**src/hdl/rtcl_pkg.sv**
```systemverilog
`timescale 1ns / 1ps
// rtcl_pkg: shared types, register indexes and the month-length table
// for the clock reading to local time block; no dependencies

package rtcl_pkg;

   // configuration register indexes
   localparam int CSR_INDEX_W = 2;
   localparam int CSR_DATA_W  = 5;
   localparam logic [CSR_INDEX_W-1:0] CSR_BCD_MODE   = 2'd0;
   localparam logic [CSR_INDEX_W-1:0] CSR_TWELVE_HR  = 2'd1;
   localparam logic [CSR_INDEX_W-1:0] CSR_TZ_OFFSET  = 2'd2;

   localparam logic signed [CSR_DATA_W-1:0] TZ_MIN = -5'sd12;
   localparam logic signed [CSR_DATA_W-1:0] TZ_MAX = 5'sd12;

   typedef struct packed {
      logic [7:0] raw_second;
      logic [7:0] raw_minute;
      logic [7:0] raw_hour;
      logic [7:0] raw_day;
      logic [7:0] raw_month;
      logic [7:0] raw_year;
   } req_data_type;

   typedef struct packed {
      logic [5:0] local_second;
      logic [5:0] local_minute;
      logic [4:0] local_hour;
      logic [4:0] local_day;
      logic [3:0] local_month;
      logic [6:0] local_year;
   } rsp_data_type;

   typedef struct packed {
      logic                         bcd_mode;
      logic                         twelve_hour_mode;
      logic signed [CSR_DATA_W-1:0] tz_offset;
   } cfg_type;

   // days in month, february fixed at 28
   function automatic logic [4:0] month_len(input logic [3:0] mon);
      logic [4:0] len;
      case (mon)
         4'd2:                      len = 5'd28;
         4'd4, 4'd6, 4'd9, 4'd11:   len = 5'd30;
         default:                   len = 5'd31;
      endcase
      return len;
   endfunction

   // two-digit bcd to binary, nibbles above nine taken as they stand
   function automatic logic [7:0] bcd_dec(input logic [7:0] b);
      return 8'(b[3:0]) + (8'(b[7:4]) << 3) + (8'(b[7:4]) << 1);
   endfunction

endpackage

```
**src/hdl/rtcl_if.sv**
```systemverilog
`timescale 1ns / 1ps
// rtcl_req_if and rtcl_rsp_if: valid/ready channels for clock readings
// and local time results; depends on rtcl_pkg

interface rtcl_req_if;
   import rtcl_pkg::*;
   logic         valid;
   logic         ready;
   req_data_type data;
   modport source (output valid, output data, input ready);
   modport sink (input valid, input data, output ready);
endinterface

interface rtcl_rsp_if;
   import rtcl_pkg::*;
   logic         valid;
   logic         ready;
   rsp_data_type data;
   modport source (output valid, output data, input ready);
   modport sink (input valid, input data, output ready);
endinterface

```
**src/hdl/rtc_reading_to_local_time_core.sv**
```systemverilog
`timescale 1ns / 1ps
// rtc_reading_to_local_time_core: raw clock register bytes to binary local time
// depends on rtcl_pkg, rtcl_if, rtcl_csr, rtcl_decode
//
//  channel   direction  handshake          contents
//  req_chan  in         valid/ready        six raw clock register bytes
//  rsp_chan  out        valid/ready        local second..year, binary
//  csr_*     in         write enable only  bcd mode, twelve hour mode, offset
//
// one reading accepted per cycle unless both stages hold data; rsp valid
// follows the req via the input register, decode logic and result register
// synchronous reset clears the stage valid bits, presets the config registers
// the two stages advance independently, so req_ready stays high while a
// result waits unless both stages hold data; rsp_ready feeds req_ready

module rtc_reading_to_local_time_core (
   input  logic                              clock,
   input  logic                              reset,
   rtcl_req_if.sink                          req_chan,
   rtcl_rsp_if.source                        rsp_chan,
   input  logic                              csr_wen,
   input  logic [rtcl_pkg::CSR_INDEX_W-1:0]  csr_index,
   input  logic [rtcl_pkg::CSR_DATA_W-1:0]   csr_wdata
);
   import rtcl_pkg::*;

   cfg_type      cfg;
   logic         in_v_ff, in_v_in;
   req_data_type in_data_ff, in_data_in;
   logic         out_v_ff, out_v_in;
   rsp_data_type out_data_ff, out_data_in;
   rsp_data_type dec_data;
   logic         in_ready;
   logic         out_load;

   rtcl_csr u_csr (
      .clock     (clock),
      .reset     (reset),
      .csr_wen   (csr_wen),
      .csr_index (csr_index),
      .csr_wdata (csr_wdata),
      .cfg       (cfg)
   );

   rtcl_decode u_decode (
      .cfg  (cfg),
      .din  (in_data_ff),
      .dout (dec_data)
   );

   // result register takes the decoded item when empty or being drained
   assign out_load = in_v_ff && (!out_v_ff || rsp_chan.ready);
   // input register frees up when its item moves on
   assign in_ready = !in_v_ff || out_load;

   always_comb begin
      in_v_in    = in_v_ff;
      in_data_in = in_data_ff;
      if (in_ready) begin
         in_v_in    = req_chan.valid;
         in_data_in = req_chan.data;
      end
      out_v_in    = out_v_ff;
      out_data_in = out_data_ff;
      if (out_load) begin
         out_v_in    = 1'b1;
         out_data_in = dec_data;
      end else if (rsp_chan.ready) begin
         out_v_in = 1'b0;
      end
   end

   always_ff @(posedge clock) begin
      if (reset) begin
         in_v_ff  <= 1'b0;
         out_v_ff <= 1'b0;
      end else begin
         in_v_ff  <= in_v_in;
         out_v_ff <= out_v_in;
      end
      in_data_ff  <= in_data_in;
      out_data_ff <= out_data_in;
   end

   assign req_chan.ready = in_ready;
   assign rsp_chan.valid = out_v_ff;
   assign rsp_chan.data  = out_data_ff;

`ifndef NO_ASSERTIONS
   // a new result only appears after the input stage held an item
   a_result_from_input: assert property (@(posedge clock) disable iff (reset)
      $rose(out_v_ff) |-> $past(in_v_ff))
      else $error("result appeared with empty input stage");

   // back-pressure only when both stages are occupied
   a_ready_only_when_full: assert property (@(posedge clock) disable iff (reset)
      !in_ready |-> (in_v_ff && out_v_ff && !rsp_chan.ready))
      else $error("input stalled with room in the pipeline");

   // offset register never leaves its legal range
   a_tz_in_range: assert property (@(posedge clock) disable iff (reset)
      (cfg.tz_offset >= TZ_MIN) && (cfg.tz_offset <= TZ_MAX))
      else $error("offset register out of range");

   // decoded time fields stay within calendar bounds
   a_result_bounds: assert property (@(posedge clock) disable iff (reset)
      out_v_ff |-> (out_data_ff.local_hour <= 5'd23 && out_data_ff.local_day != 5'd0
         && out_data_ff.local_month != 4'd0 && out_data_ff.local_month <= 4'd12
         && out_data_ff.local_year <= 7'd99))
      else $error("result field out of range");
`endif

endmodule

```
**src/hdl/rtcl_csr.sv**
```systemverilog
`timescale 1ns / 1ps
// rtcl_csr: configuration registers with range check on the offset
// depends on rtcl_pkg

module rtcl_csr (
   input  logic                                clock,
   input  logic                                reset,
   input  logic                                csr_wen,
   input  logic [rtcl_pkg::CSR_INDEX_W-1:0]    csr_index,
   input  logic [rtcl_pkg::CSR_DATA_W-1:0]     csr_wdata,
   output rtcl_pkg::cfg_type                   cfg
);
   import rtcl_pkg::*;

   cfg_type cfg_ff, cfg_in;
   logic signed [CSR_DATA_W-1:0] tz_wr;

   assign tz_wr = signed'(csr_wdata);

   always_comb begin
      cfg_in = cfg_ff;
      if (csr_wen) begin
         unique case (csr_index)
            CSR_BCD_MODE:  cfg_in.bcd_mode = csr_wdata[0];
            CSR_TWELVE_HR: cfg_in.twelve_hour_mode = csr_wdata[0];
            CSR_TZ_OFFSET: begin
               // out-of-range offsets leave the old value
               if (tz_wr >= TZ_MIN && tz_wr <= TZ_MAX) cfg_in.tz_offset = tz_wr;
            end
            default: ;
         endcase
      end
   end

   always_ff @(posedge clock) begin
      if (reset) begin
         cfg_ff.bcd_mode         <= 1'b1;
         cfg_ff.twelve_hour_mode <= 1'b0;
         cfg_ff.tz_offset        <= '0;
      end else begin
         cfg_ff <= cfg_in;
      end
   end

   assign cfg = cfg_ff;

endmodule

```
**src/hdl/rtcl_decode.sv**
```systemverilog
`timescale 1ns / 1ps
// rtcl_decode: combinational decode, clamp, twelve hour conversion, offset and date rollover
// depends on rtcl_pkg

module rtcl_decode (
   input  rtcl_pkg::cfg_type       cfg,
   input  rtcl_pkg::req_data_type  din,
   output rtcl_pkg::rsp_data_type  dout
);
   import rtcl_pkg::*;

   logic [7:0]        sec_f, min_f, day_f, mon_f, year_f;
   logic [5:0]        sec_c, min_c;
   logic [4:0]        day_c;
   logic [3:0]        mon_c;
   logic [6:0]        year_c;
   logic [6:0]        hour_base;
   logic [7:0]        hour_12;
   logic [4:0]        hour_c;
   logic signed [6:0] hour_sum;
   logic [3:0]        mon_prev;

   always_comb begin
      sec_f  = cfg.bcd_mode ? bcd_dec(din.raw_second) : din.raw_second;
      min_f  = cfg.bcd_mode ? bcd_dec(din.raw_minute) : din.raw_minute;
      day_f  = cfg.bcd_mode ? bcd_dec(din.raw_day)    : din.raw_day;
      mon_f  = cfg.bcd_mode ? bcd_dec(din.raw_month)  : din.raw_month;
      year_f = cfg.bcd_mode ? bcd_dec(din.raw_year)   : din.raw_year;

      sec_c  = (sec_f > 8'd59) ? 6'd59 : sec_f[5:0];
      min_c  = (min_f > 8'd59) ? 6'd59 : min_f[5:0];
      year_c = (year_f > 8'd99) ? 7'd99 : year_f[6:0];
      day_c  = (day_f == 8'd0) ? 5'd1 : ((day_f > 8'd31) ? 5'd31 : day_f[4:0]);
      mon_c  = (mon_f == 8'd0) ? 4'd1 : ((mon_f > 8'd12) ? 4'd12 : mon_f[3:0]);

      // hour byte: bit 7 is the pm flag; in bcd mode only bits 6..4 form the tens digit
      if (cfg.bcd_mode)
         hour_base = 7'(din.raw_hour[3:0]) + (7'(din.raw_hour[6:4]) << 3)
                   + (7'(din.raw_hour[6:4]) << 1);
      else
         hour_base = din.raw_hour[6:0];

      hour_12 = {1'b0, hour_base};
      if (cfg.twelve_hour_mode) begin
         if (hour_base == 7'd12) hour_12 = 8'd0;
         if (din.raw_hour[7]) hour_12 = hour_12 + 8'd12;
      end
      hour_c = (hour_12 > 8'd23) ? 5'd23 : hour_12[4:0];

      hour_sum = signed'({2'b00, hour_c}) + signed'({{2{cfg.tz_offset[4]}}, cfg.tz_offset});

      mon_prev = (mon_c == 4'd1) ? 4'd12 : mon_c - 4'd1;

      dout.local_second = sec_c;
      dout.local_minute = min_c;
      dout.local_hour   = hour_sum[4:0];
      dout.local_day    = day_c;
      dout.local_month  = mon_c;
      dout.local_year   = year_c;

      if (hour_sum >= 7'sd24) begin
         dout.local_hour = 5'(hour_sum - 7'sd24);
         if (day_c >= month_len(mon_c)) begin
            dout.local_day = 5'd1;
            if (mon_c == 4'd12) begin
               dout.local_month = 4'd1;
               dout.local_year  = (year_c == 7'd99) ? 7'd0 : year_c + 7'd1;
            end else begin
               dout.local_month = mon_c + 4'd1;
            end
         end else begin
            dout.local_day = day_c + 5'd1;
         end
      end else if (hour_sum[6]) begin
         dout.local_hour = 5'(hour_sum + 7'sd24);
         if (day_c == 5'd1) begin
            dout.local_month = mon_prev;
            dout.local_day   = month_len(mon_prev);
            if (mon_c == 4'd1)
               dout.local_year = (year_c == 7'd0) ? 7'd99 : year_c - 7'd1;
         end else begin
            dout.local_day = day_c - 5'd1;
         end
      end
   end

endmodule
```
**src/flat_wrapper.sv**
```systemverilog
// flat-port wrapper written by rule: the top's interface ports become plain ports
module rtc_reading_to_local_time_core_flat import rtcl_pkg::*;
  (clock, reset, csr_wen, csr_index, csr_wdata, req_chan_valid, req_chan_data, req_chan_ready, rsp_chan_valid, rsp_chan_data, rsp_chan_ready);
  rtcl_req_if req_chan_i ();
  rtcl_rsp_if rsp_chan_i ();
  input  logic clock;
  input  logic reset;
  input  logic csr_wen;
  input  logic [rtcl_pkg::CSR_INDEX_W-1:0] csr_index;
  input  logic [rtcl_pkg::CSR_DATA_W-1:0] csr_wdata;
  input wire logic [$bits(req_chan_i.valid)-1:0] req_chan_valid;
  input wire logic [$bits(req_chan_i.data)-1:0] req_chan_data;
  output wire logic [$bits(req_chan_i.ready)-1:0] req_chan_ready;
  output wire logic [$bits(rsp_chan_i.valid)-1:0] rsp_chan_valid;
  output wire logic [$bits(rsp_chan_i.data)-1:0] rsp_chan_data;
  input wire logic [$bits(rsp_chan_i.ready)-1:0] rsp_chan_ready;
  assign req_chan_i.valid = req_chan_valid;
  assign req_chan_i.data = req_chan_data;
  assign req_chan_ready = req_chan_i.ready;
  assign rsp_chan_valid = rsp_chan_i.valid;
  assign rsp_chan_data = rsp_chan_i.data;
  assign rsp_chan_i.ready = rsp_chan_ready;
  rtc_reading_to_local_time_core u_core (.clock(clock), .reset(reset), .req_chan(req_chan_i), .rsp_chan(rsp_chan_i), .csr_wen(csr_wen), .csr_index(csr_index), .csr_wdata(csr_wdata));
endmodule
```
**config.mk**
```make
export PLATFORM = sky130hd
export DESIGN_NAME = rtc_reading_to_local_time_core_flat
export DESIGN_NICKNAME = d
export VERILOG_FILES = /design/src/hdl/rtcl_pkg.sv /design/src/hdl/rtcl_if.sv /design/src/hdl/rtc_reading_to_local_time_core.sv /design/src/hdl/rtcl_csr.sv /design/src/hdl/rtcl_decode.sv /design/src/flat_wrapper.sv
export SDC_FILE = /design/constraint.sdc
export NUM_CORES = 1
export LEC_CHECK = 0
export BUFFER_PORTS_ARGS = -buffer_cell sky130_fd_sc_hd__buf_2
export CAP_MARGIN = 20
export CORE_AREA = 4 4 122 124
export CTS_CLUSTER_DIAMETER = 80
export DETAILED_ROUTE_END_ITERATION = 7
export DIE_AREA = 0 0 126 128
export PLACE_DENSITY_LB_ADDON = 0.15
export SYNTH_ARGS = -nofsm -noshare
export SYNTH_HDL_FRONTEND = slang
export SYNTH_SLANG_ARGS = --single-unit
export TNS_END_PERCENT = 100
```
**constraint.sdc**
```tcl
create_clock -name clock -period 7.2 [get_ports clock]
set_clock_uncertainty 0.2 [all_clocks]
set_input_delay 0.36 -clock clock [delete_from_list [all_inputs] [get_ports clock]]
set_output_delay 0.36 -clock clock [all_outputs]
set_load 0.01 [all_outputs]
```
Word level (Yosys, flattened, before mapping)
Cells that the tools add are included.

operators by class
  add/subtract/negate cells = 22
  $lt $le $gt $ge = 10
  equality and inequality tests = 17
  muxes and demuxes = 33
  reductions and logical operators = 16

operators with widths
  cell                 count
  $mux 8               8
  $mux 7               7
  $mux 21              2
  $add 4x7->8          5
  $add 8x5->8          5
  $mux 5               6
  $mux 11              2
  $eq 4x4->1 const B   5
  $eq 4x3->1 const B   4
  $gt 8x5->1 const B   2
  $gt 8x6->1 const B   2
  $logic_not 8->1      2
  $mux 4               4
  $add 8x4->8 const B  1
  $eq 4x2->1 const B   2
  $gt 8x4->1 const B   1
  $gt 8x7->1 const B   1
  $pmux 2 s2           2
  $reduce_or 4->1      2
  $add 4x6->7          1
  $add 6x5->7          1
  $add 7x1->7 const B  1
  $add 7x4->7          1
  $eq 7x4->1 const B   1
  25 further kinds     30

storage, ports and cells
  bits in registers = 90
  bits of input ports = 60
  logic and storage cells = 115

Logic depth before layout (Yosys ltp)
  word-level depth = 17
  depth in mapped cells = 29
  depth with buffers taken out = 27

Hierarchy
From an unflattened synthesis, not the netlist that was laid out.

second synthesis, totals
  cell total of the unflattened synthesis = 604
  area, all modules = 6427.4 µm²

by module, submodules not included
  module                          times used  cells an instance  area each (µm²)  sequential area each (µm²)
  rtcl_decode                     1           480                3567.2           0.0
  rtc_reading_to_local_time_core  1           90                 2526.2           2472.4
  rtcl_csr                        1           34                 334.1            140.1

Worst setup path before layout
OpenSTA, ideal clock, no wires.

  path kind = reg-to-reg
  start = register u_core.in_data_ff[28] (netlist bit)
  end = register u_core.out_data_ff (netlist bit u_core.rsp_chan.data[10]), data pin
  setup time = 265 ps
  arrival = 5452 ps
  path slack = 1282 ps
  cell stages (with the launch flop) = 28
  cell sequence = edfxtp_1 fa_1 fa_1 and2_1 o31ai_1 nand4b_1 nor3b_1 nand2_1 nand2_1 ha_1 nand2_1 mux2i_1 nand2_1 a311oi_1 nand2b_1 ha_1 inv_1 fa_1 nand2b_1 a21oi_1 xor2_1 ha_1 a31o_2 o211ai_1 and2_1 buf_2 nor4_1 or3_1

RTL lines
  item                    RTL line                              RTL
  start, declared         rtc_reading_to_local_time_core.sv:29  req_data_type in_data_ff, in_data_in;
  start signal, assigned  rtc_reading_to_local_time_core.sv:81  in_data_ff <= in_data_in;
  end signal, assigned    rtc_reading_to_local_time_core.sv:82  out_data_ff <= out_data_in;
  end, declared           rtc_reading_to_local_time_core.sv:31  rsp_data_type out_data_ff, out_data_in;

==> out/results.ini <==
[timing]
finalHoldViolations=0
slew_viol_final=0
tns_ps=0
relSlewSlack=0.322
fin_crit_sh=0.925
setup_viol=0
min_period_ps=6660
fmax_ghz=0.150
worstMarginPinSlew_ps=1020
holdWs_ps=13.4

[clock_tree]
h-tree-depth=3
clk_path_buf_depth=2
postCtsSetupBuffers=0
clockRootBuffer=clkbuf_16
clock_latency_ps=340
clock-sinks=90
cts_inserted_buffers=9
cts_tree=built
clkTransAtPathRegs_ps=60

[floorplanning]
io_pins=95
row_count=43
die_y_um=128
die_w_um=126
start_util=0.462
die-area_um2=16100
design.core.area_um2=13800

[power]
leakage_nw=3.22
report.power.total_mw=1.64
irDropWorstVdd_mv=0.124
powerDensity_nw_per_um2=212

[critical_path]
cp_max_fo=16
start_kind=register
rr_startpoint=u_core.in_data_ff[27]
r2r_setup_slack_ps=540
startpoint=u_core.in_data_ff[27]
cp.arrival_ps=6550
crit_required_ps=7090
end_kind=register
path_class=register to register

[grt]
grt_pass1_wl_mm=24.3
overflow=0
antenna_found_initial=0
track_usage=0.184
first_global_vias=5063
grt_start_max_net_pins=50

[yosys]
ys_ff_latch=90
syn_area_per_cell_um2=10.6
muxShareOfSynthArea=0.0409
synth.distinct_cells=74
synth_top_area_frac=0.382
yosysTopAreaCell=edfxtp_1
yosysSeqAreaShare=0.410
synth_xor_area_frac=0.0303
ys.warnings.count=0
synth-compound-area-share=0.166
syn_inst=603
synth_top_family_by_area=compound AO/OA/AOI/OAI gates
synth_top_flop_cell=edfxtp_1
yosys.area_share.simple=0.160
synthAdderAreaFrac=0.161
synth_area_um2=6370
synth.area.top_cells=edfxtp_1, ha_1, fa_1
synth_edf_count=81
async_flop_share=0
syn_nets=737

[job]
maxCapViolCount=0

[placement]
io_buffers=94
hpwl_mm=10.4
gp_congestion=0.877

[final_layout]
finalNetCount=872
area_growth_pct=21.6
final_layout_size_suffix_gt1_frac=0.194
diodes=0

[drt]
wl_per_cell_um=15.5
postRouteAntennaNets=0
initialDrtViolationCount=300
via_per_inst=5.48
wl_mm=14.3
num_vias=5061
drc=0
drtPass1Iterations=6

[hold_path]
min_from=req_chan_data[11]
hold_path_class=primary input to register

[outcome]
status=complete, no violations

## state kept, by name, indices dropped and copies added (netlist names)
register               cells
u_core.in_data_ff         48
u_core.in_v_ff             1
u_core.rsp_chan.data      33
u_core.rsp_chan.valid      1
u_core.u_csr.cfg           7
## cell usage after synthesis (all sizes together) (8+ instances only)
library cell,n
fa,13
nor3,15
a21oi,33
dfxtp,9
inv,32
a21o,10
nand3,19
buf,10
nand2,61
a211o,8
o22ai,8
edfxtp,81
xnor2,18
nor2,39
a211oi,8
nor2b,13
ha,61
o21ai,22
mux2i,20
## repair_timing
item                       in CTS  in global routing
hold buffers                   42                  1
hold endpoints to repair       42                  1
setup endpoints to repair       0                 13
resized for setup               0                  3
## logic make-up after synthesis
logic type	after synthesis
xor gates and xnor gates	22
adders and majority gates	74
and+or+nand+nor	200
AOI/OAI and AO/OA	144
buffers and inverters	48
DFF	90
muxes	25
## power breakdown
| group | switching (mW) | leakage, nW | internal, mW |
|---|---|---|---|
| sequential | 0.0227 | 0.870 | 0.624 |
| combinational | 0.308 | 2.21 | 0.233 |
| clock | 0.201 | 0.146 | 0.255 |
## worst paths after layout
kind,endpoint,depth (start not counted)
worst max-delay path,u_core.rsp_chan.data[10],26
worst max register to register,u_core.rsp_chan.data[10],26
worst min register to register,u_core.rsp_chan.data[21],1
worst min-delay path,u_core.in_data_ff[11],1
## critical path: stages, from the launching register on
cell      delay [ps]
edfxtp_1         420
fa_1             550
fa_1             480
and2_1           160
o31ai_1          340
nand4b_1         140
nor3b_1          370
nand2_1          130
nand2_1          110
ha_1             230
nand2_1           80
mux2i_1          170
nand2_1          100
a311oi_2         370
nand2b_1         100
ha_1             210
inv_1             70
fa_1             190
nand2b_1         190
a21oi_1          100
xor2_1           180
ha_1             190
a31o_2           240
a21oi_2          220
and2_2           370
nor4_1            90
or3_1            370
## through the flow
step	util	cells	setup slack (ps)	cell area (µm²)
floorplan	-	603	1280	6370
global placement	0.509	864	755	7010
detailed placement	0.509	864	385	7010
CTS	0.561	922	344	7720
global route	0.562	923	-8.86	7740
finish	0.562	923	541	7740
## cells in the final DEF (no fill, tap or decap), types with 6 or more instances in the layout
master         instances
o21ai_0               19
dlygate4sd3_1         43
edfxtp_1              81
fa_1                  13
nand2b_1               7
a31oi_1                7
mux2i_1               19
nor4_1                 6
buf_2                 94
dfxtp_1                8
nand3_1               18
nor3_1                15
nor3b_1                6
xnor2_1               18
clkbuf_16              9
ha_1                  61
a211oi_1               6
nand2_1               58
o211ai_1               6
o22ai_1                6
inv_1                 32
a211o_1                8
a21oi_1               31
nor2_1                39
a21o_1                10
nor2b_1               12
## final cells by class
type                    count  area [µm²]
inverters                  32         120
flip-flops and latches     90        2610
fillers                  1194        6030
multi-input cells         465        3570
clock inverters             5        36.3
repair buffers            140         923
well taps                 180         225
clock buffers              11         253
## metal layers
| layer | routed length (µm) | share of wire | GRT usage | vias up |
|---|---|---|---|---|
| li1 | - | - | - | 2541 |
| met1 | 6610 | 0.46 | 0.251 | 2366 |
| met2 | 6720 | 0.47 | 0.297 | 135 |
| met3 | 729 | 0.051 | 0.0358 | 19 |
| met4 | 259 | 0.018 | 0.0618 | 0 |
| met5 | 0 | 0 | 0 | - |
(Power assumes the default switching activity.)
